$ cat src/rtl/fwlm_pkg.sv
// fwlm_pkg: shared constants, types and helpers for the first windowed local
// minimum detector. No dependencies; used by every file in rtl/.

package fwlm_pkg;

  localparam int MAX_WINDOW  = 7;
  localparam int MAX_ITEMS   = 65536;
  // Port sample width is fixed at 32; only the low SAMPLE_BITS are used.
  localparam int SAMPLE_W    = 32;
  localparam int SAMPLE_BITS = 32;
  localparam int HIST_DEPTH  = 2 * MAX_WINDOW + 1;
  localparam int WIN_W       = 3;
  localparam int AGE_W       = $clog2(MAX_WINDOW + 1);
  localparam int CNT_W       = $clog2(MAX_ITEMS + 1);
  localparam int POS_W       = 17;
  localparam int CFG_IDX_W   = 1;

  typedef enum logic [CFG_IDX_W-1:0] {
    REG_PAST_WINDOW   = 1'b0,
    REG_FUTURE_WINDOW = 1'b1
  } cfg_reg_t;

  // One history slot. Relation bits at offset m (bit m-1) compare this sample
  // with the one m slots older.
  typedef struct packed {
    logic                   valid;
    logic [SAMPLE_BITS-1:0] smp;
    logic [HIST_DEPTH-2:0]  older_gt;   // older sample > this one
    logic [HIST_DEPTH-2:0]  older_lt;   // older sample < this one
  } entry_t;

  typedef struct packed {
    logic             hit;
    logic [AGE_W-1:0] age;  // age of the winning candidate
  } verdict_t;

  function automatic logic [AGE_W-1:0] cap_window(logic [WIN_W-1:0] w);
    logic [AGE_W-1:0] r;
    if (w > MAX_WINDOW) begin
      r = AGE_W'(MAX_WINDOW);
    end else begin
      r = AGE_W'(w);
    end
    return r;
  endfunction

endpackage

$ cat src/rtl/fwlm_cell.sv
// fwlm_cell: one history slot of the sample window. Holds a sample, its valid
// bit and its relations to older slots; compares itself with the incoming word.
// Depends on fwlm_pkg.

module fwlm_cell (
  input  logic                            clk,
  input  logic                            rst,
  input  logic                            load,
  input  logic                            clear,
  input  fwlm_pkg::entry_t                d_in,
  input  logic [fwlm_pkg::SAMPLE_BITS-1:0] new_smp,
  output fwlm_pkg::entry_t                q,
  output logic                            cmp_gt,  // stored > incoming
  output logic                            cmp_lt   // stored < incoming
);

  fwlm_pkg::entry_t slot;

  always_ff @(posedge clk) begin
    if (rst) begin
      slot.valid <= 1'b0;
    end else if (clear) begin
      slot.valid <= 1'b0;
    end else if (load) begin
      slot.valid <= d_in.valid;
    end
    if (load) begin
      slot.smp      <= d_in.smp;
      slot.older_gt <= d_in.older_gt;
      slot.older_lt <= d_in.older_lt;
    end
  end

  assign q      = slot;
  assign cmp_gt = slot.smp > new_smp;
  assign cmp_lt = slot.smp < new_smp;

endmodule

$ cat src/rtl/fwlm_judge.sv
// fwlm_judge: tests the candidate slots of the window against their neighbors
// and picks the one to report. Depends on fwlm_pkg.

module fwlm_judge (
  input  fwlm_pkg::entry_t                win [fwlm_pkg::HIST_DEPTH],
  input  logic [fwlm_pkg::AGE_W-1:0]      pw,
  input  logic [fwlm_pkg::AGE_W-1:0]      fw,
  input  logic                            last,
  output fwlm_pkg::verdict_t              verdict
);

  logic [fwlm_pkg::MAX_WINDOW:0] qual;

  // Candidate at age d: newer slots and up to pw older slots must be larger.
  always_comb begin
    for (int d = 0; d <= fwlm_pkg::MAX_WINDOW; d++) begin
      qual[d] = win[d].valid;
      for (int k = 0; k < fwlm_pkg::HIST_DEPTH; k++) begin
        if (k < d) begin
          if (win[k].valid && !win[k].older_lt[d-k-1]) begin
            qual[d] = 1'b0;
          end
        end else if (k > d && k <= d + int'(pw)) begin
          if (win[k].valid && !win[d].older_gt[k-d-1]) begin
            qual[d] = 1'b0;
          end
        end
      end
    end
  end

  // Normal item: only the slot at age fw. End of stream: oldest waiting one.
  always_comb begin
    verdict.hit = 1'b0;
    verdict.age = fw;
    if (!last) begin
      verdict.hit = qual[fw];
    end else begin
      for (int d = 0; d <= fwlm_pkg::MAX_WINDOW; d++) begin
        if (d <= int'(fw) && qual[d]) begin
          verdict.hit = 1'b1;
          verdict.age = fwlm_pkg::AGE_W'(d);
        end
      end
    end
  end

endmodule

$ cat src/rtl/first_windowed_local_minimum_top.sv
// first_windowed_local_minimum_top: stream detector for the first strict local
// minimum over a configurable past/future window.
// Depends on fwlm_pkg, fwlm_cell, fwlm_judge.
//
// Usage:
//   in channel  (in_valid/in_ready): one sample word per item, last_sample
//     marks the end of a stream.
//   out channel (out_valid/out_ready): at most one word per stream, giving
//     the 1-based position and found; found=0 with position 0 at the last
//     item when nothing qualified.
//   cfg channel (cfg_valid/cfg_ready): index 0 past_window, 1 future_window;
//     always ready, write only while the block is idle.
// Throughput is one item per cycle while in_ready is high. The window is a
// row of 15 cells; each new word is compared against every cell in the cycle
// it is accepted, and the verdict is registered, so a result appears in the
// cycle after the item that causes it. in_ready drops only while a result is
// held and out_ready is low. Reset clears the window, the count, the reported
// flag and both window registers, with no clearing pass.
// After a report the rest of the stream is consumed without output.

module first_windowed_local_minimum_top (
  input  logic                               clk,
  input  logic                               rst,
  input  logic                               in_valid,
  output logic                               in_ready,
  input  logic [fwlm_pkg::SAMPLE_W-1:0]      sample,
  input  logic                               last_sample,
  output logic                               out_valid,
  input  logic                               out_ready,
  output logic [fwlm_pkg::POS_W-1:0]         position,
  output logic                               found,
  input  logic                               cfg_valid,
  output logic                               cfg_ready,
  input  logic [fwlm_pkg::CFG_IDX_W-1:0]     cfg_index,
  input  logic [fwlm_pkg::WIN_W-1:0]         cfg_data
);

  localparam int HD = fwlm_pkg::HIST_DEPTH;

  logic [fwlm_pkg::WIN_W-1:0] past_window;
  logic [fwlm_pkg::WIN_W-1:0] future_window;
  logic [fwlm_pkg::CNT_W-1:0] sample_count;
  logic                       reported;

  logic                       accept;
  logic                       can_shift;
  logic                       do_shift;
  logic                       do_clear;
  logic                       emit;
  logic [fwlm_pkg::CNT_W-1:0] count_post;
  logic [fwlm_pkg::SAMPLE_BITS-1:0] new_smp;

  fwlm_pkg::entry_t  cur  [HD];
  fwlm_pkg::entry_t  post [HD];
  fwlm_pkg::entry_t  new_entry;
  logic [HD-1:0]     cmp_gt;
  logic [HD-1:0]     cmp_lt;
  fwlm_pkg::verdict_t verdict;

  assign cfg_ready = 1'b1;

  always_ff @(posedge clk) begin
    if (rst) begin
      past_window   <= '0;
      future_window <= '0;
    end else if (cfg_valid) begin
      case (cfg_index)
        fwlm_pkg::REG_PAST_WINDOW:   past_window   <= cfg_data;
        fwlm_pkg::REG_FUTURE_WINDOW: future_window <= cfg_data;
        default: ;
      endcase
    end
  end

  assign in_ready  = !out_valid || out_ready;
  assign accept    = in_valid && in_ready;
  assign new_smp   = sample[fwlm_pkg::SAMPLE_BITS-1:0];
  assign can_shift = sample_count < fwlm_pkg::CNT_W'(fwlm_pkg::MAX_ITEMS);
  assign do_shift  = accept && !reported && can_shift;
  assign do_clear  = accept && last_sample;
  assign count_post = can_shift ? sample_count + 1'b1 : sample_count;

  // Incoming word as the newest slot, with its relations to the older ones.
  always_comb begin
    new_entry.valid = 1'b1;
    new_entry.smp   = new_smp;
    for (int m = 1; m < HD; m++) begin
      new_entry.older_gt[m-1] = cmp_gt[m-1];
      new_entry.older_lt[m-1] = cmp_lt[m-1];
    end
  end

  // Window as it stands after this item.
  always_comb begin
    for (int k = 0; k < HD; k++) begin
      if (!can_shift) begin
        post[k] = cur[k];
      end else if (k == 0) begin
        post[k] = new_entry;
      end else begin
        post[k] = cur[k-1];
      end
    end
  end

  for (genvar g = 0; g < HD; g++) begin : g_cell
    fwlm_cell u_cell (
      .clk     (clk),
      .rst     (rst),
      .load    (do_shift),
      .clear   (do_clear),
      .d_in    (post[g]),
      .new_smp (new_smp),
      .q       (cur[g]),
      .cmp_gt  (cmp_gt[g]),
      .cmp_lt  (cmp_lt[g])
    );
  end

  fwlm_judge u_judge (
    .win     (post),
    .pw      (fwlm_pkg::cap_window(past_window)),
    .fw      (fwlm_pkg::cap_window(future_window)),
    .last    (last_sample),
    .verdict (verdict)
  );

  // A normal item reports only on a hit; the last item reports unless the stream already has.
  assign emit = accept && !reported &&
                (last_sample || (can_shift && verdict.hit));

  always_ff @(posedge clk) begin
    if (rst) begin
      sample_count <= '0;
      reported     <= 1'b0;
    end else if (do_clear) begin
      sample_count <= '0;
      reported     <= 1'b0;
    end else if (accept && !reported) begin
      sample_count <= count_post;
      if (emit) begin
        reported <= 1'b1;
      end
    end
  end

  always_ff @(posedge clk) begin
    if (rst) begin
      out_valid <= 1'b0;
    end else if (emit) begin
      out_valid <= 1'b1;
    end else if (out_ready) begin
      out_valid <= 1'b0;
    end
  end

  always_ff @(posedge clk) begin
    if (emit) begin
      found <= verdict.hit;
      if (verdict.hit) begin
        position <= fwlm_pkg::POS_W'(count_post -
                    fwlm_pkg::CNT_W'(verdict.age));
      end else begin
        position <= '0;
      end
    end
  end

endmodule
$ cat config.mk
export PLATFORM = sky130hd
export DESIGN_NAME = first_windowed_local_minimum_top
export DESIGN_NICKNAME = d
export VERILOG_FILES = /design/src/rtl/fwlm_pkg.sv /design/src/rtl/fwlm_cell.sv /design/src/rtl/fwlm_judge.sv /design/src/rtl/first_windowed_local_minimum_top.sv
export SDC_FILE = /design/constraint.sdc
export NUM_CORES = 1
export LEC_CHECK = 0
export BUFFER_PORTS_ARGS = -buffer_cell sky130_fd_sc_hd__buf_2
export CORE_MARGIN = 3
export CORE_UTILIZATION = 55
export CTS_BUF_LIST = sky130_fd_sc_hd__clkbuf_4 sky130_fd_sc_hd__clkbuf_8
export DETAILED_ROUTE_END_ITERATION = 8
export PLACE_DENSITY = 0.82
export SYNTH_ARGS = -nofsm -noshare
export SYNTH_HDL_FRONTEND = slang
export SYNTH_SLANG_ARGS = --single-unit
$ cat constraint.sdc
create_clock -name clk -period 62.1 [get_ports clk]
set_input_delay 18.63 -clock clk [delete_from_list [all_inputs] [get_ports clk]]
set_output_delay 18.63 -clock clk [all_outputs]
set_load 0.05 [all_outputs]
; Word level (Yosys, flattened, before mapping)
; Index checks and enable logic that the tools add are counted.
[op_classes]
n_addsub = 9
mul = 0
n_div = 0
n_lt_le_gt_ge = 121
eq_ne = 0
n_shift = 0
mux = 226
bitwise_logic = 1
n_reduce_logical = 247
[op_table]
columns = cell, count
row1 = <= comparator 5 x 32 -> 1 bit (first input constant), 49
row2 = two-way mux 61 bit, 15
row3 = <= comparator 4 x 32 -> 1 bit (first input constant), 18
row4 = > comparator 32 bit, 14
row5 = < comparator 32 bit, 14
row6 = two-way mux 1 bit, 200
row7 = logical AND 1 bit, 125
row8 = zero test 1 bit, 114
row9 = <= comparator 3 x 32 -> 1 bit (first input constant), 3
row10 = two-way mux 4 bit, 8
row11 = <= comparator 4 x 3 -> 1 bit (first input constant), 7
row12 = <= comparator 3 bit (first input constant), 8
row13 = adder 17 x 1 -> 17 bit (second input constant), 1
row14 = < comparator 17 bit (second input constant), 1
row15 = two-way mux 17 bit, 1
row16 = subtractor 17 x 3 -> 17 bit, 1
row17 = adder 3 x 3 -> 4 bit (first input constant), 4
row18 = <= comparator 2 x 3 -> 1 bit (first input constant), 4
row19 = adder 2 x 3 -> 4 bit (first input constant), 2
row20 = AND reduction 2 bit, 4
row21 = <= comparator 1 x 3 -> 1 bit (first input constant), 2
row22 = adder 1 x 3 -> 4 bit (first input constant), 1
row23 = < comparator 3 x 4 -> 1 bit (second input constant), 1
row24 = binary-select mux 1 bit (select 3 bit), 1
row25 = other kinds (5), 6
[word_totals]
ff_bits = 958
latch_bits = 0
ram_bits = 0
rom_bits = 0
input_bits = 42
out_inout_bits = 21
n_memories = 0

; Depth between registers and ports, before layout
; Gate-level depths: netlist (run 1).
[depth]
word_depth = 45
mapped_depth = 23
ltp_nobuf = 22

; Modules after synthesis
; A second synthesis (run 1) with hierarchy kept.
[hier_totals]
cells_unflattened = 4233
area_unflattened_um2 = 55166.7
[modules_own_cells]
columns = mod, n_inst, cells_each, area_per_inst_um2
row1 = fwlm_cell, 15, 178, 2677.6
row2 = first_windowed_local_minimum_top, 1, 1290, 13148.9
row3 = fwlm_judge, 1, 273, 1854.3

; Worst setup path before layout (run 1)
; No wires, ideal clock.
[synth_timing]
path_type = in2out
startpoint = input out_ready
endpoint = output in_ready
t_arrival_ns = 19.068
path_slack_ns = 24.402
stages = 1
path_cell_list = nand2b_1
[synth_between]
elab_chain_cells = 1
[synth_lines]
columns = item, line_no
row1 = from (decl), first_windowed_local_minimum_top.sv:29  ; input logic out_ready,
row2 = logical OR 1 bit, first_windowed_local_minimum_top.sv:75  ; assign in_ready = !out_valid || out_ready;
row3 = to (decl), first_windowed_local_minimum_top.sv:25  ; output logic in_ready,
; No other way between the ends.

; Worst setup path after layout (run 1)
; Same ends and word-level chain as after synthesis.

==> impl_metrics.env, run 1 <==
export IMPL_outcome="finished, final reports clean"
export IMPL_topRoutingLayerUsed="met4"
export IMPL_synthArstFlopShare_pct=0
export IMPL_whs_ns=0.433
export IMPL_vias=21600
export IMPL_syn_inst=2474
export IMPL_rsz0062_at_grt="no"
export IMPL_max_cap_viol_count=0
export IMPL_core_sq_um=56600
export IMPL_synthFlopType="edfxtp_1"
export IMPL_netlist_area_sq_um=31600
export IMPL_synth_edf_count=544
export IMPL_wl_um=75600
export IMPL_clock_skew_ns=0.0356
export IMPL_netlist_cell_type_count=94
export IMPL_cts_hold_buf=0
export IMPL_setup_tns_ns=0
export IMPL_nets=3077
export IMPL_cts_buffers=98
export IMPL_cp_max_fo=3
export IMPL_r2r_cells=19
export IMPL_finalHoldViolations=0
export IMPL_critPathBufInv=2
export IMPL_crit_chain="buf_2 -> nand2b_1 -> buf_2"
export IMPL_syn_num_nets=2959
export IMPL_final_common_cell="edfxtp_1"
export IMPL_post_cts_resized=0
export IMPL_vias_per_cell=6.30
export IMPL_slowest_stage="buf_2"
export IMPL_peakVddDrop_uv=32.7
export IMPL_gr_usage_all_layers_pct=25.1
export IMPL_path_depth=3
export IMPL_gp_congestion=0.911
export IMPL_io_buffers=61
export IMPL_fp_row_count=87
export IMPL_finalCritPeriodShare_pct=60.8
export IMPL_fin_util_pct=61.2
export IMPL_start_kind="primary input"
export IMPL_wl_per_cell_um=22.0
export IMPL_leakagePower_nw=13.4
export IMPL_dr_pass1_iters=6
export IMPL_relSlewSlack_pct=22.6
export IMPL_required_ns=43.47
export IMPL_ant_nets=0
export IMPL_end_kind="output pin"
export IMPL_finish_cell_count_without_fillers=3431
export IMPL_worst_path_dominant_cell_family="buffers and inverters"
export IMPL_cts_sinks=584
export IMPL_crit_path_max_incr_delay_ns=0.28
export IMPL_tritoncts="yes"
export IMPL_crit_path_frequent_cell="buf_2"
export IMPL_io_pins=63
export IMPL_power_density_nw_per_um2=29.1
export IMPL_cp_data_arrival_time_ns=19.11
export IMPL_m1WireLength_um=31100
export IMPL_drc=0
export IMPL_min_path_type="reg -> reg"
export IMPL_met2_wirelength_um=35500
export IMPL_crit_type="in -> out"
export IMPL_clk_latency_ns=0.71
export IMPL_antenna_found_initial=1
export IMPL_syn_area_per_cell_sq_um=12.8
export IMPL_cts_buffer_depth=3
export IMPL_place_inst=3248
export IMPL_worstMarginPinSlew_ns=1.16
export IMPL_hold_depth=0
export IMPL_ys_ff_latch=584
export IMPL_place_hpwl_um=54400
export IMPL_setup_viol_count_final=0
export IMPL_drv_slew=0
export IMPL_htreeDepth=3
export IMPL_dieArea_sq_um=60300
export IMPL_die_h_um=246
export IMPL_mostFrequentLayoutCells="edfxtp_1, ha_1, nand2_1"
export IMPL_cts_setup_buffers=0
export IMPL_grt_max_degree=151
export IMPL_ys_warn_count=0
export IMPL_total_power_w=0.00101
export IMPL_seq_area_frac_synth_pct=54.3
export IMPL_die_w_um=246
export IMPL_grt_pass1_wl_um=119000
export IMPL_drtIter0Drc=2273
export IMPL_clock_fmax_ghz=0.0265
export IMPL_final_layout_size_suffix_gt1_share_pct=13.4
export IMPL_grt_pass1_vias=22000
export IMPL_met3_length_um=5630
export IMPL_initial_utilization_pct=55.8
export IMPL_period_needed_ns=37.74
export IMPL_cts_root_buffer="clkbuf_8"
export IMPL_syn2layout_area_growth_pct=9.66
export IMPL_path_clk_slew_ns=0.06
export IMPL_grt_ovfl_total=0
==> power breakdown <==
part,switching [W],internal [W],leakage (nW)
clock,0.000161,0.000176,1.02
combinational,0.000102,0.0000569,6.89
sequential,0.0000234,0.000489,5.53
==> worst register-to-register path, cell delays in order (launching register included) <==
cell and delay, ns:
dfxtp_4 0.64, buf_12 0.51, nand2b_1 0.66, o21ai_0 0.33, nor3_1 0.35, a41oi_1 0.21, a211oi_1 0.39, nand3_1 0.27
o311ai_0 0.47, a31oi_1 0.09, a21oi_1 0.18, ha_1 0.21, fa_1 0.22, inv_1 0.05, a21oi_1 0.27, and3_1 0.28
mux2_2 0.35, a32oi_1 0.22, xor2_1 0.22, a211oi_2 0.05
==> through the flow <==
step                      setup slack (ns)  cell area, sq um
final                                24.36             34600
after global routing                 24.33             34600
after CTS                            24.35             34600
after detailed placement             24.36             32700
after global placement               24.36             32700
after floorplan                      24.40             31600
==> Yosys cell counts (all sizes together), types with 6 or more instances <==
| cell | instances | share of area, % |
|---|---|---|
| nand2 | 179 | 2.1 |
| nand3 | 45 | 0.71 |
| o21a | 29 | 0.69 |
| o22ai | 23 | 0.46 |
| and2 | 8 | 0.16 |
| a31oi | 24 | 0.48 |
| nor3 | 33 | 0.56 |
| clkbuf | 30 | 0.36 |
| mux2 | 83 | 3.0 |
| or3 | 12 | 0.24 |
| xor2 | 15 | 0.42 |
| o31ai | 8 | 0.22 |
| and3 | 11 | 0.23 |
| a22oi | 8 | 0.19 |
| nor2b | 30 | 0.59 |
| nand4 | 100 | 2.0 |
| o32ai | 9 | 0.25 |
| nor2 | 89 | 1.1 |
| edfxtp | 544 | 52 |
| buf | 25 | 0.42 |
| a21oi | 169 | 2.7 |
| a21o | 90 | 2.1 |
| inv | 88 | 1.0 |
| mux2i | 10 | 0.32 |
| nand2b | 29 | 0.57 |
| o22a | 6 | 0.17 |
| a221oi | 11 | 0.30 |
| nor4 | 25 | 0.53 |
| a211oi | 35 | 1.1 |
| o211ai | 19 | 0.45 |
| xnor2 | 22 | 0.61 |
| ha | 442 | 18 |
| o21ai | 84 | 1.3 |
| a221o | 6 | 0.19 |
| dfxtp | 40 | 2.5 |
==> area by class of cell <==
class | count | area, sq um
fill | 4281 | 22000
sequential | 584 | 17100
multi-input combinational | 1745 | 13900
clock buffer | 142 | 1690
tap | 756 | 946
timing repair buffer | 73 | 408
inverter | 90 | 345
clock inverter | 40 | 226
antenna | 1 | 2.50
==> per-layer routing <==
layer / global-route usage (%) / up-vias
li1: - / 9981
met1: 33.3 / 10600
met2: 40.7 / 863
met3: 4.25 / 197
met4: 10.9 / 0
met5: 0 / -
==> final timing paths <==
| path | from | to | slack, ns |
|---|---|---|---|
| worst max-delay path | out_ready | in_ready | 24.36 |
| worst min-delay path | g_cell[3].u_cell.q[37] | g_cell[4].u_cell.q[37] | 0.43 |
| worst max register to register | sample_count[16] | position[10] | 55.83 |
| worst min register to register | g_cell[3].u_cell.q[37] | g_cell[4].u_cell.q[37] | 0.43 |
==> state kept, by name, summed over array words and instances (netlist names), named ones only <==
| signal | count |
|---|---|
| position | 17 |
| past_window | 3 |
| found | 1 |
| future_window | 3 |
| reported | 1 |
| g_cell.u_cell.q | 534 |
| sample_count | 17 |
| out_valid | 1 |
==> cells by family after synthesis <==
logic type                 synth area share [%]
buffers and inverters                      1.85
other                                    0.0119
adders and majority gates                  17.6
DFF                                        54.3
AOI/OAI and AO/OA                          12.5
and+or+nand+nor                            9.51
muxes                                      3.28
xor gates and xnor gates                   1.03
(Power assumes the default switching activity.)
==> inputs of run 2 (changes only) <==
==> constraint.sdc (replaced) <==
create_clock -name clk -period 38 [get_ports clk]
set_input_delay 11.4 -clock clk [delete_from_list [all_inputs] [get_ports clk]]
set_output_delay 11.4 -clock clk [all_outputs]
set_load 0.05 [all_outputs]
==> run 2 against run 1 <==
Effect of this change:
- sequential cell count stayed put
- first-iteration DRC count is 3.3% lower
- global-route usage hardly changed
- clock skew is 0.0063 ns higher
- core utilization is 0.14 points lower
- largest cell class unchanged
- critical path depth stayed put
==> impl_metrics.env, run 2 (synthesized netlist as in run 1, its figures left out) <==
export IMPL_outcome="finished, final reports clean"
export IMPL_setup_viol_count_final=0
export IMPL_rsz0062_at_grt="no"
export IMPL_initial_utilization_pct=55.8
export IMPL_dpl_cell_area_sq_um=32700
export IMPL_vias=21800
export IMPL_leakagePower_nw=13.4
export IMPL_setup_tns_ns=0
export IMPL_post_cts_resized=0
export IMPL_top_usage_layer="met2"
export IMPL_power_density_nw_per_um2=47.3
export IMPL_place_hpwl_um=54300
export IMPL_relSlewSlack_pct=25.8
export IMPL_grt_pass1_wl_um=118000
export IMPL_cts_setup_buffers=0
export IMPL_fp_row_count=87
export IMPL_met2_usage_pct=41.2
export IMPL_crit_type="in -> out"
export IMPL_cts_root_buffer="clkbuf_8"
export IMPL_fin_area_sq_um=34600
export IMPL_end_kind="output pin"
export IMPL_dieArea_sq_um=60300
export IMPL_syn2layout_area_growth_pct=9.41
export IMPL_core_sq_um=56600
export IMPL_clk_latency_ns=0.71
export IMPL_ant_nets=0
export IMPL_min_path_type="reg -> reg"
export IMPL_nets=3076
export IMPL_die_w_um=246
export IMPL_gp_congestion=0.951
export IMPL_cts_buffers=96
export IMPL_finalHoldViolations=0
export IMPL_start_kind="primary input"
export IMPL_peakVddDrop_uv=38.3
export IMPL_wl_per_cell_um=22.0
export IMPL_drtIter0Drc=2197
export IMPL_grt_met3_usage_pct=4.15
export IMPL_dr_pass1_iters=6
export IMPL_tritoncts="yes"
export IMPL_mostFrequentLayoutCells="edfxtp_1, ha_1, nand2_1"
export IMPL_vias_per_cell=6.36
export IMPL_die_h_um=246
export IMPL_crit_path_frequent_cell="buf_2"
export IMPL_finish_cell_count_without_fillers=3420
export IMPL_cts_sinks=584
export IMPL_final_common_cell="edfxtp_1"
export IMPL_path_clk_slew_ns=0.06
export IMPL_grt_ovfl_total=0
export IMPL_cts_buffer_depth=3
export IMPL_drv_slew=0
export IMPL_largest_reg_flops=534
export IMPL_crit_path_max_incr_delay_ns=0.28
export IMPL_critPathBufInv=2
export IMPL_wl_um=75200
export IMPL_grt_pass1_vias=21800
export IMPL_drc=0
export IMPL_cts_hold_buf=0
export IMPL_final_layout_size_suffix_gt1_share_pct=12.9
export IMPL_max_cap_viol_count=0
export IMPL_gr_usage_all_layers_pct=25.0
export IMPL_io_pins=63
export IMPL_antenna_found_initial=2
export IMPL_clock_fmax_ghz=0.0429
export IMPL_met1_usage_pct=33.1
export IMPL_clock_skew_ns=0.0419
export IMPL_worst_path_dominant_cell_family="buffers and inverters"
export IMPL_required_ns=26.60
export IMPL_period_needed_ns=23.29
export IMPL_io_buffers=61
export IMPL_cp_data_arrival_time_ns=11.89
export IMPL_cp_max_fo=3
export IMPL_htreeDepth=3
export IMPL_crit_chain="buf_2 -> nand2b_1 -> buf_2"
export IMPL_slowest_stage="buf_2"
export IMPL_grt_max_degree=183
export IMPL_worstMarginPinSlew_ns=1.11
export IMPL_finalCritPeriodShare_pct=61.3
export IMPL_place_inst=3249
## run 2: power breakdown
part	leakage [nW]	switching, W	internal [W]
logic	6.90	0.000166	0.0000931
clock network	0.963	0.000260	0.000277
registers	5.53	0.0000389	0.000799
## run 2: path summary, 6_finish.rpt
| kind | start | endpoint | slack, ns | depth (start not counted) |
|---|---|---|---|---|
| worst max-delay path | out_ready | in_ready | 14.71 | 3 |
| worst min-delay path | g_cell[3].u_cell.q[21] | flop | 0.44 | 0 |
| worst max register to register | sample_count[16] | position[10] | 31.49 | 20 |
| worst min register to register | g_cell[3].u_cell.q[21] | flop | 0.44 | 0 |
## run 2: stage by stage
step / hold WS [ns] / util (%) / worst slack [ns] / power (W)
3_3_place_gp: 0.425 / 57.8 / 14.72 / 0.00108
3_5_place_dp: 0.434 / 57.8 / 14.72 / 0.00110
6_report: 0.436 / 61.1 / 14.71 / 0.00163
2_1_floorplan: 0.420 / - / 10.01 / 0.00106
5_1_grt: 0.450 / 61.1 / 14.68 / 0.00171
4_1_cts: 0.435 / 61.1 / 14.72 / 0.00164
## run 2: final cells by class
cell class	count	area [sq um]
Fill cell	4310	22000
Clock inverter	49	317
Sequential cell	584	17100
Clock buffer	121	1510
Antenna cell	1	2.50
Multi-Input combinational cell	1745	13900
Inverter	90	345
Timing Repair Buffer	74	415
Tap cell	756	946
## run 2: metal layers
metal	vias up	wire [um]	share of wire (%)
li1	9984	-	-
met1	10700	30700	41
met2	885	36100	48
met5	-	8	0.011
met3	164	5540	7.4
met4	2	2900	3.9
